**config.mk**
```make
export PLATFORM = sky130hd
export DESIGN_NAME = decimal_to_text_cells
export DESIGN_NICKNAME = d
export VERILOG_FILES = /design/src/rtl/core/dtc_pkg.sv /design/src/rtl/core/dtc_dabble.sv /design/src/rtl/core/decimal_to_text_cells.sv
export SDC_FILE = /design/constraint.sdc
export NUM_CORES = 1
export LEC_CHECK = 0
export BUFFER_PORTS_ARGS = -buffer_cell sky130_fd_sc_hd__buf_4
export CAP_MARGIN = 40
export CORE_AREA = 2 2 176 178
export DETAILED_ROUTE_END_ITERATION = 10
export DIE_AREA = 0 0 178 180
export PLACE_DENSITY_LB_ADDON = 0.2
export SETUP_SLACK_MARGIN = 0.5
export SLEW_MARGIN = 0
export SYNTH_ARGS = -nofsm -noshare
export SYNTH_HDL_FRONTEND = slang
export SYNTH_SLANG_ARGS = --single-unit
```
**constraint.sdc**
```tcl
create_clock -name clk_i -period 2.3 [get_ports clk_i]
set_clock_uncertainty 0.1 [all_clocks]
set_input_delay 0.115 -clock clk_i [delete_from_list [all_inputs] [get_ports clk_i]]
set_output_delay 0.115 -clock clk_i [all_outputs]
set_load 0.02 [all_outputs]
```
**src/rtl/core/dtc_pkg.sv**
```systemverilog
package dtc_pkg;

  // screen geometry
  localparam int Columns = 80;

  localparam int ColW    = 7;
  localparam int RowW    = 5;
  localparam int NumW    = 32;
  localparam int AddrW   = 11;
  localparam int WordW   = 16;
  localparam int Digits  = 10;
  localparam int BcdW    = 4 * Digits;
  localparam int LeftW   = 4;

  localparam logic [WordW-1:0] ColorReset = 16'h0700;
  localparam logic [WordW-1:0] AsciiZero  = 16'h0030;

  typedef struct packed {
    logic [ColW-1:0] column;
    logic [RowW-1:0] row;
    logic [NumW-1:0] number;
  } in_t;

  typedef struct packed {
    logic [AddrW-1:0] cell_address;
    logic [WordW-1:0] cell_word;
    logic             last_digit;
  } out_t;

endpackage

```
**src/rtl/core/dtc_dabble.sv**
```systemverilog
// Shift-and-add-3 binary to BCD, one binary bit per cycle.
module dtc_dabble (
  input  logic                      clk_i,
  input  logic                      rst_ni,
  input  logic                      start_i,
  input  logic [dtc_pkg::NumW-1:0]  value_i,
  output logic                      done_o,
  output logic [dtc_pkg::BcdW-1:0]  bcd_o
);

  localparam int StepW = $clog2(dtc_pkg::NumW);

  logic [dtc_pkg::NumW-1:0] bin_q;
  logic [dtc_pkg::BcdW-1:0] bcd_q, bcd_adj;
  logic [StepW-1:0]         step_q;
  logic                     busy_q, done_q;

  always_comb begin
    logic [3:0] nib;
    nib = '0;
    for (int i = 0; i < dtc_pkg::Digits; i++) begin
      nib = bcd_q[4*i +: 4];
      bcd_adj[4*i +: 4] = (nib >= 4'd5) ? nib + 4'd3 : nib;
    end
  end

  always_ff @(posedge clk_i or negedge rst_ni) begin
    if (!rst_ni) begin
      busy_q <= 1'b0;
      done_q <= 1'b0;
      step_q <= '0;
    end else begin
      done_q <= 1'b0;
      if (start_i) begin
        busy_q <= 1'b1;
        step_q <= '0;
      end else if (busy_q) begin
        step_q <= step_q + 1'b1;
        if (step_q == StepW'(dtc_pkg::NumW - 1)) begin
          busy_q <= 1'b0;
          done_q <= 1'b1;
        end
      end
    end
  end

  always_ff @(posedge clk_i) begin
    if (start_i) begin
      bin_q <= value_i;
      bcd_q <= '0;
    end else if (busy_q) begin
      bin_q <= {bin_q[dtc_pkg::NumW-2:0], 1'b0};
      bcd_q <= {bcd_adj[dtc_pkg::BcdW-2:0], bin_q[dtc_pkg::NumW-1]};
    end
  end

  assign done_o = done_q;
  assign bcd_o  = bcd_q;

endmodule

```
**src/rtl/core/decimal_to_text_cells.sv**
```systemverilog
// Decimal number writer for a character-cell text screen.
// Input channel (in_valid_i / in_stall_o / in_data_i): column, row and a
// 32-bit unsigned number. Output channel (out_valid_o / out_stall_i /
// out_data_o): one cell write per decimal digit, most significant first,
// no leading zeros, zero written as a single '0'; last_digit marks the end.
// Cell address is column + digit index + row * 80, kept to 11 bits.
// Cell word is the color attribute ORed with the ASCII digit.
// Config channel (cfg_valid_i / cfg_ready_o / cfg_data_i) writes the color
// attribute; always ready, to be written only while idle.
// Operation: bit-serial binary to BCD conversion, then the digits are
// loaded and leading zeros are stripped, keeping at least one digit, then
// one digit per cycle, 1..10 digits in all, while the output is not stalled.
// One request at a time: the input stalls until the last digit sits in the
// output register. A stall on the output holds the current write and
// pauses digit emission.
// Reset: idle, no output valid, color attribute 0x0700.
module decimal_to_text_cells (
  input  logic                       clk_i,
  input  logic                       rst_ni,
  input  logic                       in_valid_i,
  output logic                       in_stall_o,
  input  dtc_pkg::in_t               in_data_i,
  output logic                       out_valid_o,
  input  logic                       out_stall_i,
  output dtc_pkg::out_t              out_data_o,
  input  logic                       cfg_valid_i,
  output logic                       cfg_ready_o,
  input  logic [dtc_pkg::WordW-1:0]  cfg_data_i
);

  typedef enum logic [1:0] {
    StIdle,
    StConv,
    StSkip,
    StEmit
  } state_e;

  state_e                       state_q;
  logic [dtc_pkg::AddrW-1:0]    addr_q, base_addr;
  logic [dtc_pkg::BcdW-1:0]     digits_q, bcd;
  logic [dtc_pkg::LeftW-1:0]    left_q;
  logic [dtc_pkg::WordW-1:0]    color_q;
  logic                         out_valid_q;
  dtc_pkg::out_t                out_q;
  logic                         accept, dbl_done, load_out;
  logic [3:0]                   top_digit;

  assign accept    = in_valid_i && (state_q == StIdle);
  assign top_digit = digits_q[dtc_pkg::BcdW-1 -: 4];
  assign load_out  = (state_q == StEmit) && (!out_valid_q || !out_stall_i);

  // row * Columns is wanted modulo 2048 only
  assign base_addr = dtc_pkg::AddrW'(in_data_i.column)
                   + dtc_pkg::AddrW'(dtc_pkg::AddrW'(in_data_i.row)
                                     * dtc_pkg::AddrW'(dtc_pkg::Columns));

  dtc_dabble u_dabble (
    .clk_i   (clk_i),
    .rst_ni  (rst_ni),
    .start_i (accept),
    .value_i (in_data_i.number),
    .done_o  (dbl_done),
    .bcd_o   (bcd)
  );

  always_ff @(posedge clk_i or negedge rst_ni) begin
    if (!rst_ni) begin
      state_q     <= StIdle;
      out_valid_q <= 1'b0;
      color_q     <= dtc_pkg::ColorReset;
      left_q      <= '0;
      addr_q      <= '0;
      digits_q    <= '0;
      out_q       <= '0;
    end else begin
      if (cfg_valid_i) begin
        color_q <= cfg_data_i;
      end
      if (load_out) begin
        out_valid_q <= 1'b1;
      end else if (!out_stall_i) begin
        out_valid_q <= 1'b0;
      end
      unique case (state_q)
        StIdle: begin
          if (accept) begin
            addr_q  <= base_addr;
            state_q <= StConv;
          end
        end
        StConv: begin
          if (dbl_done) begin
            digits_q <= bcd;
            left_q   <= dtc_pkg::LeftW'(dtc_pkg::Digits);
            state_q  <= StSkip;
          end
        end
        StSkip: begin
          // strip leading zeros, keep at least one digit
          if (top_digit == 4'd0 && left_q != dtc_pkg::LeftW'(1)) begin
            digits_q <= {digits_q[dtc_pkg::BcdW-5:0], 4'd0};
            left_q   <= left_q - 1'b1;
          end else begin
            state_q <= StEmit;
          end
        end
        StEmit: begin
          if (load_out) begin
            out_q.cell_address <= addr_q;
            out_q.cell_word    <= color_q | (dtc_pkg::AsciiZero
                                             + dtc_pkg::WordW'(top_digit));
            out_q.last_digit   <= (left_q == dtc_pkg::LeftW'(1));
            addr_q             <= addr_q + 1'b1;
            digits_q           <= {digits_q[dtc_pkg::BcdW-5:0], 4'd0};
            left_q             <= left_q - 1'b1;
            if (left_q == dtc_pkg::LeftW'(1)) begin
              state_q <= StIdle;
            end
          end
        end
        default: state_q <= StIdle;
      endcase
    end
  end

  assign in_stall_o  = (state_q != StIdle);
  assign out_valid_o = out_valid_q;
  assign out_data_o  = out_q;
  assign cfg_ready_o = 1'b1;

  a_emit_has_digits: assert property (@(posedge clk_i) disable iff (!rst_ni)
    state_q == StEmit |-> left_q != '0)
    else $error("emit with no digits left");

  a_last_flagged: assert property (@(posedge clk_i) disable iff (!rst_ni)
    load_out && left_q == dtc_pkg::LeftW'(1) |=> out_valid_o && out_data_o.last_digit)
    else $error("final digit not flagged");

  a_done_in_conv: assert property (@(posedge clk_i) disable iff (!rst_ni)
    dbl_done |-> state_q == StConv)
    else $error("conversion finished outside conversion state");

endmodule
```
==> results.toml <==
[run_status]
outcome = "finished, final reports clean"

[die]
ios = 96
rows = 64
fp.dieW_um = 178
start_util = 0.2871
die_area_mm2 = 0.03204
coreArea_mm2 = 0.03019
die_h_um = 180

[critical_path]
crit_buf_inv = 3
critPathMaxFanout = 7
required_ns = 2.51
worstSetupPathType = "flop to flop"
crit_slowest_cell = "dfrtp_2"
regToRegSetupSlack_ns = 0.37
crit_path_start_kind = "flop"
critPathMaxStageDelay_ns = 0.43
cp-end-kind = "flop"
path_cells = "inv_4 -> ha_4 -> o21ba_4 -> a41oi_2 -> or2_4 -> buf_6 -> buf_8 -> mux2_2"
critPathTopFamily = "flip-flops"
crit_arrival_ns = 2.14

[timing]
timing.slew.headroom = 0.5309
tightestPinTransition_ns = 0.7036
tns_ns = 0
timing.final.crit_share = 0.8373
rsz0062_at_grt = "true"
final-max-slew-violation-count = 0
report.final.hold_viol_count = 0
fin_crit_ns = 1.926
timing.fmax_mhz = 519.3
finalSetupViolations = 0

[yosys]
avgSynthCellArea_um2 = 9.578
netlist_area_mm2 = 0.008668
synth_ff_type = "dfrtp_1"
netlist_instances = 905
synth.area.top_cells = "dfrtp_1 (30%), edfxtp_1 (11%), nand2_1 (11%)"
synth_top_cell_area_share = 0.2973
yosysSeqAreaShare = 0.5097
yosys.area.top_type = "dfrtp_1"
yosysWarnings = 0
async_reset_ff_frac = 0.5955
synth_cell_types = 58
synth-seq-cells = 178
synth_fp_nets = 1011
synth_edf_count = 32

[routing]
vias = 6638
vias_per_cell = 4.497
drtIter0Drc = 254
drt-wirelength-per-cell_um = 13.70
first_pass_iters = 4
drc = 0
drtAntennaViolNets = 0
routed_wl_um = 20230

[placed_design]
io_buffers = 92
dp_hpwl_um = 12270
place_congestion = 0.7260

[final_layout]
final_layout_size_suffix_gt1_frac = 0.2472
post-route-util = 0.3888
antennaDiodeCount = 0
n_fill_cell = 2950
fin_nets = 1173
area_growth_pct = 35.39

[clock_network]
cts.clk_slew.worst_paths_ns = 0.07
clockRootBuffer = "clkbuf_16"
htree_levels = 4
clk_latency_ns = 0.43
cts_made_buffers = 17
cts_tree = "built"
clockBufferDepth = 2
clock_sinks = 178

[flow_run]
cap_violations = 0

[pwr]
p_leak_nw = 5.481
ir_drop_mv = 0.8109
power.density_mw_per_mm2 = 1452

[grt]
grt_remaining_overflow = 0
grt_pass1_vias = 6627
grt_pass1_wl_um = 33290
grt_max_degree = 61
grtUsageTotal = 0.1265
antenna_found_initial = 0

[worst_hold_path]
hp-class = "input pin to flop"
path summary, 6_finish.rpt:
kind / start / end / cells after the start
max: state_q[0]$_DFFE_PN0P_ / left_q[0]$_DFFE_PN0P_ / 8
min reg2reg: color_q[12]$_DFFE_PN0P_ / out_data_o[13]$_DFFE_PN0P_ / 2
min: cfg_valid_i / color_q[15]$_DFFE_PN0P_ / 2
min in group asynchronous: rst_ni / u_dabble.step_q[0]$_DFFE_PN0P_ / 2
max reg2reg: state_q[0]$_DFFE_PN0P_ / left_q[0]$_DFFE_PN0P_ / 8
max in group asynchronous: rst_ni / color_q[10]$_DFFE_PN1P_ / 3
cell families after synthesis:
logic type / after synthesis / share of synthesized area
adders and majority gates: 41 / 0.06091
xor gates and xnor gates: 30 / 0.03031
and+or+nand+nor: 341 / 0.1634
buffers and inverters: 84 / 0.04446
muxes: 69 / 0.08199
AOI/OAI and AO/OA: 161 / 0.1088
DFF: 178 / 0.5097
other: 1 / 0.0004326
flip-flops by register name (all words and copies together), names as in the netlist, 2 cells and up:
register and count:
u_dabble.step_q 5, left_q 4, u_dabble.bcd_o 40, digits_q 40, color_q 14, u_dabble.bin_q 32
out_data_o 27, addr_q 11, state_q 2
per-stage QoR:
step / hold WS (ns) / cells / setup slack, ns / cell area (um2) / power (mW)
after floorplan: -0.2806 / 905 / 0.3503 / 8758 / 10.44
after global placement: 0.1175 / 1364 / 0.1781 / 9866 / 11.93
after detailed placement: 0.1123 / 1364 / 0.1721 / 9866 / 12.06
after CTS: 0.004232 / 1466 / 0.3578 / 11290 / 16.08
after global routing: 0.008614 / 1476 / 0.3088 / 11740 / 18.45
final: 0.01911 / 1476 / 0.3743 / 11740 / 17.05
cells in the mapped netlist, types with 15 or more instances:
cell      count
dfrtp_1     103
nand2_1     251
o21ai_0      52
o21ai_1      17
ha_1         39
mux2_2       16
clkbuf_1     29
nand2b_1     15
dfxtp_1      40
nor2_1       29
nand3_1      24
inv_1        35
xnor2_1      27
edfxtp_1     32
a21oi_1      46
mux2i_1      53
layout make-up:
cell class                 instances  area, um2  area share
sequential                       178       4423      0.3769
multi-input combinational        643       4228      0.3602
timing repair buffer             192       1849      0.1576
tap                              396      495.5     0.04222
clock buffer                      17      425.4     0.03625
clock inverter                    15      181.4     0.01546
inverter                          35      133.9     0.01141
power breakdown:
group          total, mW  internal (mW)  switching (mW)
combinational       8.47           4.14            4.33
sequential          5.65           4.63            1.02
clock               2.93           1.48            1.45
cells in the final DEF, fill, tap and decap left out, drive strengths merged, types with 2 or more instances in the layout:
master,netlist,layout
nand2,251,251
buf,17,133
dfrtp,103,103
o21ai,72,72
dlygate4sd3,0,54
mux2i,53,53
a21oi,46,46
inv,35,43
dfxtp,40,40
ha,39,39
edfxtp,32,32
nor2,30,30
xnor2,27,27
nand3,24,24
clkbuf,32,22
mux2,16,16
nand2b,15,15
a21o,11,11
o211ai,11,11
and3,7,7
clkinv,0,7
a22o,4,4
o22ai,4,4
nand4,3,3
xor2,3,3
dfstp,3,3
fa,2,2
a211oi,2,2
and2,2,2
or2,2,2
timing repair:
item / in CTS / in global routing
hold buffers: 54 / 0
hold endpoints to repair: 100 / 0
pin swaps: 4 / 30
setup endpoints to repair: 91 / 71
resized for setup: 24 / 81
gates cloned: 4 / 5
setup buffers: 12 / 5
layer usage:
| metal | up-vias | GRT usage | share of wire |
|---|---|---|---|
| met4 | 0 | 0.02754 | 0.0053 |
| li1 | 3366 | - | - |
| met1 | 3175 | 0.1742 | 0.49 |
| met3 | 6 | 0.02580 | 0.026 |
| met2 | 91 | 0.2042 | 0.47 |
| met5 | - | 0 | 0 |
No activity file was read; power rests on OpenSTA's default activity.
